$ cat src/rtl/calendar_fields_to_tick_count_top_macros.svh
// Assertion macros for the calendar to tick count converter.
// Included by the top level; depends on clk and rst_n in the including scope.
`ifndef CALENDAR_FIELDS_TO_TICK_COUNT_TOP_MACROS_SVH
`define CALENDAR_FIELDS_TO_TICK_COUNT_TOP_MACROS_SVH

`ifndef ASSERT_OFF
`define CFTC_ASSERT(lbl, prop, msg) \
  lbl: assert property (@(posedge clk) disable iff (!rst_n) prop) else $error(msg);
`define CFTC_ASSERT_NEVER(lbl, cond, msg) \
  lbl: assert property (@(posedge clk) disable iff (!rst_n) !(cond)) else $error(msg);
`else
`define CFTC_ASSERT(lbl, prop, msg)
`define CFTC_ASSERT_NEVER(lbl, cond, msg)
`endif

`endif

$ cat src/rtl/cftc_pkg.sv
// Package for the calendar to tick count converter: word types, pipeline
// control struct, range limits and the month offset table. No dependencies.
package cftc_pkg;

  typedef struct packed {
    logic [15:0] year;
    logic [15:0] month;
    logic [15:0] day;
    logic [15:0] hour;
    logic [15:0] minute;
    logic [15:0] second;
    logic [15:0] millisecond;
  } in_word_t;

  typedef struct packed {
    logic [62:0] ticks;
    logic        valid_res;
  } out_word_t;

  localparam int NUM_STAGES = 6;

  localparam int ST_FIELDS = 0;
  localparam int ST_MUL    = 1;
  localparam int ST_YEARS  = 2;
  localparam int ST_DAYS   = 3;
  localparam int ST_TOTAL  = 4;
  localparam int ST_OUT    = 5;

  typedef struct packed {
    logic [NUM_STAGES-1:0] en;
    logic [NUM_STAGES-1:0] vld;
  } pipe_ctrl_t;

  localparam logic [15:0] YEAR_FIRST  = 16'd1601;
  localparam logic [15:0] YEAR_BASE   = 16'd1600;
  localparam logic [15:0] YEAR_LAST   = 16'd30827;
  localparam logic [15:0] MONTH_LAST  = 16'd12;
  localparam logic [15:0] DAY_LAST    = 16'd32;
  localparam logic [15:0] HOUR_LAST   = 16'd23;
  localparam logic [15:0] MINUTE_LAST = 16'd59;
  localparam logic [15:0] SECOND_LAST = 16'd60;
  localparam logic [15:0] MS_LAST     = 16'd999;

  localparam logic [49:0] MS_PER_DAY   = 50'd86400000;
  localparam logic [62:0] TICKS_PER_MS = 63'd10000;

  // Reciprocal of 25 scaled by 2^17, exact for dividends below 8192.
  localparam logic [12:0] DIV25_MUL   = 13'd5243;
  localparam int          DIV25_SHIFT = 17;

  function automatic logic [8:0] days_before(input logic leap, input logic [3:0] idx);
    logic [8:0] d;
    case (idx)
      4'd0:    d = 9'd0;
      4'd1:    d = 9'd31;
      4'd2:    d = leap ? 9'd60  : 9'd59;
      4'd3:    d = leap ? 9'd91  : 9'd90;
      4'd4:    d = leap ? 9'd121 : 9'd120;
      4'd5:    d = leap ? 9'd152 : 9'd151;
      4'd6:    d = leap ? 9'd182 : 9'd181;
      4'd7:    d = leap ? 9'd213 : 9'd212;
      4'd8:    d = leap ? 9'd244 : 9'd243;
      4'd9:    d = leap ? 9'd274 : 9'd273;
      4'd10:   d = leap ? 9'd305 : 9'd304;
      4'd11:   d = leap ? 9'd335 : 9'd334;
      default: d = 9'd0;
    endcase
    return d;
  endfunction

endpackage

$ cat src/rtl/calendar_fields_to_tick_count_top.sv
// Calendar date and time to 100 ns ticks since 1601-01-01, six-stage pipeline.
// Throughput is one word per cycle unless out_stall holds the output stage.
// The final 50 by 14 bit scaling sets the depth.
// Synchronous active-low reset clears all stage valid bits; data is not reset.
// Depends on cftc_pkg, cftc_ctrl, cftc_date, cftc_tod and the macros header.
`include "calendar_fields_to_tick_count_top_macros.svh"

module calendar_fields_to_tick_count_top import cftc_pkg::*; (
  input  logic      clk,
  input  logic      rst_n,
  input  logic      in_valid,
  output logic      in_stall,
  input  in_word_t  in_data,
  output logic      out_valid,
  input  logic      out_stall,
  output out_word_t out_data
);

  pipe_ctrl_t  ctrl;
  logic [23:0] days;
  logic        ok;
  logic [26:0] tod_ms;

  logic        ok4_r;
  logic [49:0] total4_r, total4_nxt;
  out_word_t   out_r, out_nxt;

  cftc_ctrl u_ctrl (
    .clk       (clk),
    .rst_n     (rst_n),
    .in_valid  (in_valid),
    .out_stall (out_stall),
    .ctrl      (ctrl)
  );

  cftc_date u_date (
    .clk     (clk),
    .ctrl    (ctrl),
    .in_data (in_data),
    .days    (days),
    .ok      (ok)
  );

  cftc_tod u_tod (
    .clk     (clk),
    .ctrl    (ctrl),
    .in_data (in_data),
    .tod_ms  (tod_ms)
  );

  always_comb begin
    total4_nxt = 50'(days) * MS_PER_DAY + 50'(tod_ms);
  end

  always_ff @(posedge clk) begin
    if (ctrl.en[ST_TOTAL]) begin
      ok4_r    <= ok;
      total4_r <= total4_nxt;
    end
  end

  always_comb begin
    out_nxt.valid_res = ok4_r;
    out_nxt.ticks     = ok4_r ? 63'(63'(total4_r) * TICKS_PER_MS) : '0;
  end

  always_ff @(posedge clk) begin
    if (ctrl.en[ST_OUT]) begin
      out_r <= out_nxt;
    end
  end

  assign in_stall  = !ctrl.en[ST_FIELDS];
  assign out_valid = ctrl.vld[ST_OUT];
  assign out_data  = out_r;

  `CFTC_ASSERT(a_invalid_is_zero, out_valid && !out_data.valid_res |-> out_data.ticks == 63'd0, "invalid word carries nonzero ticks")
  `CFTC_ASSERT(a_no_stall_when_free, !out_stall |-> !in_stall, "input stalled while output is free")
  `CFTC_ASSERT_NEVER(a_accept_when_full, (&ctrl.vld) && out_stall && !in_stall, "input taken while pipeline is full")

endmodule

$ cat src/rtl/cftc_ctrl.sv
// Valid bits and per-stage load enables of the converter pipeline.
// Depends on cftc_pkg.
module cftc_ctrl import cftc_pkg::*; (
  input  logic       clk,
  input  logic       rst_n,
  input  logic       in_valid,
  input  logic       out_stall,
  output pipe_ctrl_t ctrl
);

  logic [NUM_STAGES-1:0] vld_r;
  logic [NUM_STAGES-1:0] vld_nxt;
  logic [NUM_STAGES-1:0] en;

  // A stage loads when it is empty or when the stage after it moves on.
  always_comb begin
    en[NUM_STAGES-1] = !vld_r[NUM_STAGES-1] || !out_stall;
    for (int i = NUM_STAGES - 2; i >= 0; i--) begin
      en[i] = !vld_r[i] || en[i+1];
    end
  end

  always_comb begin
    vld_nxt[0] = en[0] ? in_valid : vld_r[0];
    for (int i = 1; i < NUM_STAGES; i++) begin
      vld_nxt[i] = en[i] ? vld_r[i-1] : vld_r[i];
    end
  end

  always_ff @(posedge clk) begin
    if (!rst_n) begin
      vld_r <= '0;
    end else begin
      vld_r <= vld_nxt;
    end
  end

  assign ctrl.en  = en;
  assign ctrl.vld = vld_r;

endmodule

$ cat src/rtl/cftc_date.sv
// Date path: range checks, whole-year days with leap corrections, month
// offset and day of month, over the first four stages. Depends on cftc_pkg.
module cftc_date import cftc_pkg::*; (
  input  logic        clk,
  input  pipe_ctrl_t  ctrl,
  input  in_word_t    in_data,
  output logic [23:0] days,
  output logic        ok
);

  logic        ok0_r, ok0_nxt;
  logic [14:0] n0_r, n0_nxt;
  logic [14:0] m0_r, m0_nxt;
  logic [3:0]  mi0_r, mi0_nxt;
  logic [4:0]  dm0_r, dm0_nxt;

  logic        ok1_r;
  logic [12:0] q4n1_r, q4n1_nxt;
  logic [23:0] n365_1_r, n365_1_nxt;
  logic [8:0]  q100n1_r, q100n1_nxt;
  logic [12:0] q4m1_r, q4m1_nxt;
  logic [1:0]  mlo1_r, mlo1_nxt;
  logic [8:0]  q100m1_r, q100m1_nxt;
  logic [3:0]  mi1_r;
  logic [4:0]  dm1_r;
  logic [25:0] prod_n, prod_m;

  logic        ok2_r;
  logic [23:0] yd2_r, yd2_nxt;
  logic        leap2_r, leap2_nxt;
  logic [3:0]  mi2_r;
  logic [4:0]  dm2_r;

  logic        ok3_r;
  logic [23:0] days3_r, days3_nxt;

  always_comb begin
    ok0_nxt = (in_data.year >= YEAR_FIRST) && (in_data.year <= YEAR_LAST) &&
              (in_data.month >= 16'd1) && (in_data.month <= MONTH_LAST) &&
              (in_data.day >= 16'd1) && (in_data.day <= DAY_LAST) &&
              (in_data.hour <= HOUR_LAST) && (in_data.minute <= MINUTE_LAST) &&
              (in_data.second <= SECOND_LAST) && (in_data.millisecond <= MS_LAST);
    n0_nxt  = 15'(in_data.year - YEAR_FIRST);
    m0_nxt  = 15'(in_data.year - YEAR_BASE);
    mi0_nxt = 4'(in_data.month - 16'd1);
    dm0_nxt = 5'(in_data.day - 16'd1);
  end

  always_ff @(posedge clk) begin
    if (ctrl.en[ST_FIELDS]) begin
      ok0_r <= ok0_nxt;
      n0_r  <= n0_nxt;
      m0_r  <= m0_nxt;
      mi0_r <= mi0_nxt;
      dm0_r <= dm0_nxt;
    end
  end

  // Division by 100 is a shift by two followed by a reciprocal multiply by 1/25.
  always_comb begin
    q4n1_nxt   = n0_r[14:2];
    q4m1_nxt   = m0_r[14:2];
    mlo1_nxt   = m0_r[1:0];
    n365_1_nxt = 24'(n0_r) * 24'd365;
    prod_n     = 26'(q4n1_nxt) * 26'(DIV25_MUL);
    prod_m     = 26'(q4m1_nxt) * 26'(DIV25_MUL);
    q100n1_nxt = 9'(prod_n >> DIV25_SHIFT);
    q100m1_nxt = 9'(prod_m >> DIV25_SHIFT);
  end

  always_ff @(posedge clk) begin
    if (ctrl.en[ST_MUL]) begin
      ok1_r    <= ok0_r;
      q4n1_r   <= q4n1_nxt;
      n365_1_r <= n365_1_nxt;
      q100n1_r <= q100n1_nxt;
      q4m1_r   <= q4m1_nxt;
      mlo1_r   <= mlo1_nxt;
      q100m1_r <= q100m1_nxt;
      mi1_r    <= mi0_r;
      dm1_r    <= dm0_r;
    end
  end

  // The leap test is taken on the year offset from 1600.
  always_comb begin
    yd2_nxt   = n365_1_r + 24'(q4n1_r) - 24'(q100n1_r) + 24'(q100n1_r[8:2]);
    leap2_nxt = (mlo1_r == 2'd0) &&
                ((q4m1_r != 13'(13'(q100m1_r) * 13'd25)) || (q100m1_r[1:0] == 2'd0));
  end

  always_ff @(posedge clk) begin
    if (ctrl.en[ST_YEARS]) begin
      ok2_r   <= ok1_r;
      yd2_r   <= yd2_nxt;
      leap2_r <= leap2_nxt;
      mi2_r   <= mi1_r;
      dm2_r   <= dm1_r;
    end
  end

  always_comb begin
    days3_nxt = yd2_r + 24'(days_before(leap2_r, mi2_r)) + 24'(dm2_r);
  end

  always_ff @(posedge clk) begin
    if (ctrl.en[ST_DAYS]) begin
      ok3_r   <= ok2_r;
      days3_r <= days3_nxt;
    end
  end

  assign days = days3_r;
  assign ok   = ok3_r;

endmodule

$ cat src/rtl/cftc_tod.sv
// Time-of-day path: milliseconds since midnight over the first four stages.
// Depends on cftc_pkg.
module cftc_tod import cftc_pkg::*; (
  input  logic        clk,
  input  pipe_ctrl_t  ctrl,
  input  in_word_t    in_data,
  output logic [26:0] tod_ms
);

  logic [10:0] hm0_r, hm0_nxt;
  logic [5:0]  s0_r;
  logic [9:0]  ms0_r;

  logic [16:0] hms1_r, hms1_nxt;
  logic [9:0]  ms1_r;

  logic [26:0] tod2_r, tod2_nxt;
  logic [26:0] tod3_r;

  always_comb begin
    hm0_nxt = 11'(in_data.hour[4:0]) * 11'd60 + 11'(in_data.minute[5:0]);
  end

  always_ff @(posedge clk) begin
    if (ctrl.en[ST_FIELDS]) begin
      hm0_r <= hm0_nxt;
      s0_r  <= in_data.second[5:0];
      ms0_r <= in_data.millisecond[9:0];
    end
  end

  always_comb begin
    hms1_nxt = 17'(hm0_r) * 17'd60 + 17'(s0_r);
  end

  always_ff @(posedge clk) begin
    if (ctrl.en[ST_MUL]) begin
      hms1_r <= hms1_nxt;
      ms1_r  <= ms0_r;
    end
  end

  always_comb begin
    tod2_nxt = 27'(hms1_r) * 27'd1000 + 27'(ms1_r);
  end

  always_ff @(posedge clk) begin
    if (ctrl.en[ST_YEARS]) begin
      tod2_r <= tod2_nxt;
    end
  end

  always_ff @(posedge clk) begin
    if (ctrl.en[ST_DAYS]) begin
      tod3_r <= tod2_r;
    end
  end

  assign tod_ms = tod3_r;

endmodule

$ cat config.mk
export PLATFORM = sky130hd
export DESIGN_NAME = calendar_fields_to_tick_count_top
export DESIGN_NICKNAME = d
export VERILOG_FILES = /design/src/rtl/cftc_pkg.sv /design/src/rtl/calendar_fields_to_tick_count_top.sv /design/src/rtl/cftc_ctrl.sv /design/src/rtl/cftc_date.sv /design/src/rtl/cftc_tod.sv
export VERILOG_INCLUDE_DIRS = /design/src /design/src/rtl
export SDC_FILE = /design/constraint.sdc
export NUM_CORES = 2
export LEC_CHECK = 0
export BUFFER_PORTS_ARGS = -buffer_cell sky130_fd_sc_hd__buf_2
export CAP_MARGIN = 15
export CORE_MARGIN = 2
export CORE_UTILIZATION = 45
export DETAILED_ROUTE_END_ITERATION = 16
export SYNTH_ARGS = -nofsm -noshare
export SYNTH_HDL_FRONTEND = slang
export SYNTH_SLANG_ARGS = --single-unit
$ cat constraint.sdc
create_clock -name clk -period 6.2 [get_ports clk]
set_input_delay 1.24 -clock clk [delete_from_list [all_inputs] [get_ports clk]]
set_output_delay 1.24 -clock clk [all_outputs]
set_load 0.03 [all_outputs]
==> qor.txt <==
Cell Area, Synth: 46680 sq um
Launch point of the worst reg-to-reg path: u_date.days[3]
TritonRoute pass-1 iters: 5
Synth Area per Inst: 10.63 sq um
Die X: 326.1 microns
Most frequent cell after synthesis: inv_1
WP data arrival: 6.66 ns
Die area: 106300 sq um
Initial Util: 45.23%
Chip Height: 326.1 microns
Tcrit/Tclk final: 101.9%
Dpl ws: -0.2928 ns
CTS root buffer: clkbuf_16
Vias in the first global route: 31.53k
Setup Crit Path Kind: reg2reg
CP cell instances: buf_6, ha_4, xor2_2, ha_2, a21o_1, fa_1, inv_2, fa_1, fa_1, fa_1, inv_2, ha_4, a21o_1, a21o_1, a211oi_2, o31a_1, buf_4, o211ai_1, a21oi_1, xor2_1, or3_4, or2_4, nor4_4, xnor3_1
Layout cells sized above 1: 11.89%
First-pass GRT wire length: 151.5 mm
Largest net degree at the start of global routing: 64
Status: finished with violations
Ranking of synthesized cells by area: edfxtp_1 (26%), fa_1 (23%), ha_1 (21%), inv_1 (9.0%), xnor2_1 (3.6%)
CP Launch Point: u_date.days[3]
F_max: 158.2 MHz
Final Wtd Congestion: 0.8914
Top cell type's share of synthesized area: 25.67%
Async S/R FF share, synth: 0%
Final hold vios: 0
Crit path launch type: register
Nets: 6244
Post-synth EDFFs: 399
Worst Clk Skew: 0.02331 ns
I/O pin count: 182
Vias: 29.81k
Slew Viols, Final: 0
Overflow after GRT: 0
Initial DRC count: 1105
Antenna viol nets, final: 0
Sequential area share after synthesis: 25.93%
Seq cells post-synth: 405
Max-Cap Viols: 0
Critical path's largest stage delay: 0.54 ns
Post-CTS Hold Buffers: 0
Final worst setup slack: -0.1195 ns
Post-synth top cells: inv_1 (1122), ha_1 (776), fa_1 (544)
Synth Warn #: 0
Wire per inst: 14.10 microns
DP HPWL: 75.61 mm
Drt total wl: 87.77 mm
Most frequent CP cell: fa_1
Hold path start: u_date.mi1_r[3]
Cells after Synth: 4392
Drt drc: 0
Register clock-pin slew on the reported worst setup and hold paths: 0.06 ns
Initial antenna violation count: 3
Violated checks: negative setup slack
Post-synthesis cell type count: 86
CP max FO: 3
Slew of the pin with the lowest slew margin: 0.9912 ns
I/O Buffers: 177
Setup crit end kind: register
DR vias/cell: 4.788
Total track usage: 17.25%
Min cycle time layout: 6.319 ns
Fill cells: 9285
Delay-heaviest family, CP: adder cells
Slew headroom: 33.83%
Area leader, netlist: edfxtp_1
Max clock buf depth: 3
WP data required: 6.54 ns
CP max-delay cell: fa_1
Inserted Clock Buffers: 47
Floorplan row count: 118
Clock Sinks: 405
Core area: 103200 sq um
CTS tree: yes
Final setup fails: 7
Clk_lat worst skew: 0.62 ns
Min-delay worst type: reg2reg
Synth Flop Type: edfxtp_1
Area Growth Syn to Fin: 13.45%
Unrepaired setup endpoints after global routing: true
Critical path buffers and inverters: 4
H-tree Lvls: 2
==> layer usage <==
layer  share of wire [%]  vias to the layer above  GRT usage [%]
met5               0.014                        -              0
met4                 2.7                        2          5.109
met3                 2.4                      106          1.668
met2                  49                      343          30.36
met1                  46                    14160          22.49
li1                    -                    15190              -
==> path summary, 6_finish.rpt <==
kind	end	slack, ns	cells past startpoint
max	total4_r[49]	-0.12	24
min	u_date.mi2_r[3]	0.40	0
max reg2reg	total4_r[49]	-0.12	24
min reg2reg	u_date.mi2_r[3]	0.40	0
==> final cells by class <==
| type | count | area, sq um | share of cell area (%) |
|---|---|---|---|
| Tap cell | 1380 | 1727 | 3.261 |
| Antenna cell | 2 | 5.005 | 0.009451 |
| Multi-Input combinational cell | 2840 | 30860 | 58.28 |
| Timing Repair Buffer | 391 | 2546 | 4.808 |
| Clock inverter | 25 | 254.0 | 0.4796 |
| Sequential cell | 405 | 12100 | 22.85 |
| Inverter | 1123 | 4215 | 7.960 |
| Clock buffer | 60 | 1246 | 2.353 |
==> stage by stage <==
step	cells	cell area [sq um]	TNS, ns	util [%]	hold WS [ns]
floorplan	4395	46840	0	-	0.4003
global placement	6087	50570	-0.4471	49.00	0.4017
detailed placement	6087	50570	-1.408	49.00	0.4045
CTS	6196	52490	-0.3169	50.86	0.3979
global route	6226	52960	-3.178	51.31	0.4113
finish	6226	52960	-0.4119	51.31	0.3990
==> placed cells by master, fill, tap and decap left out, types with 26 or more instances in the layout <==
cell type | Yosys | routed
inv_1 | 1122 | 1117
ha_1 | 776 | 752
fa_1 | 544 | 539
edfxtp_1 | 399 | 399
buf_4 | 4 | 202
xnor2_1 | 194 | 193
nor2_1 | 196 | 191
buf_2 | 0 | 177
a21oi_1 | 165 | 160
nand2_1 | 120 | 117
xor2_1 | 104 | 100
o21ai_0 | 104 | 95
a21o_1 | 90 | 90
nor3_1 | 57 | 57
nand3_1 | 58 | 55
clkbuf_16 | 0 | 48
nor2b_1 | 35 | 35
o21a_1 | 30 | 30
nand4_1 | 29 | 29
and3_1 | 28 | 27
nand2b_1 | 26 | 26
==> kinds of logic after synthesis <==
family / synth area share (%)
buffers and inverters: 9.283
muxes: 0.1340
other: 0.008034
DFF: 25.93
adders and majority gates: 44.13
AOI/OAI and AO/OA: 7.916
and+or+nand+nor: 6.876
xor gates and xnor gates: 5.723
==> timing repair <==
| item | CTS | global route |
|---|---|---|
| endpoints found under the setup margin | 12 | 31 |
| setup buffers | 25 | 29 |
| resized for setup | 39 | 50 |
| pin swaps | 39 | 32 |
==> registers in the layout, summed over array words and instances (netlist names), 6 cells and up <==
signal and count:
u_date.q100m1_r 9, total4_r 50, u_tod.ms0_r 10, u_ctrl.vld_r 6
u_tod.tod2_r 27, u_date.q4n1_r 13, u_date.days 24, u_date.n365_1_r 24
u_date.yd2_r 24, u_tod.ms1_r 10, u_date.m0_r 15, u_tod.hms1_r 17
u_date.q100n1_r 9, u_date.q4m1_r 13, u_tod.hm0_r 11, out_data 60
u_tod.tod_ms 27, u_date.n0_r 15, u_tod.s0_r 6
Power is left out: the tool's default activity adds up to more than one toggle a clock period on the data nets, which glitch-free logic cannot reach.
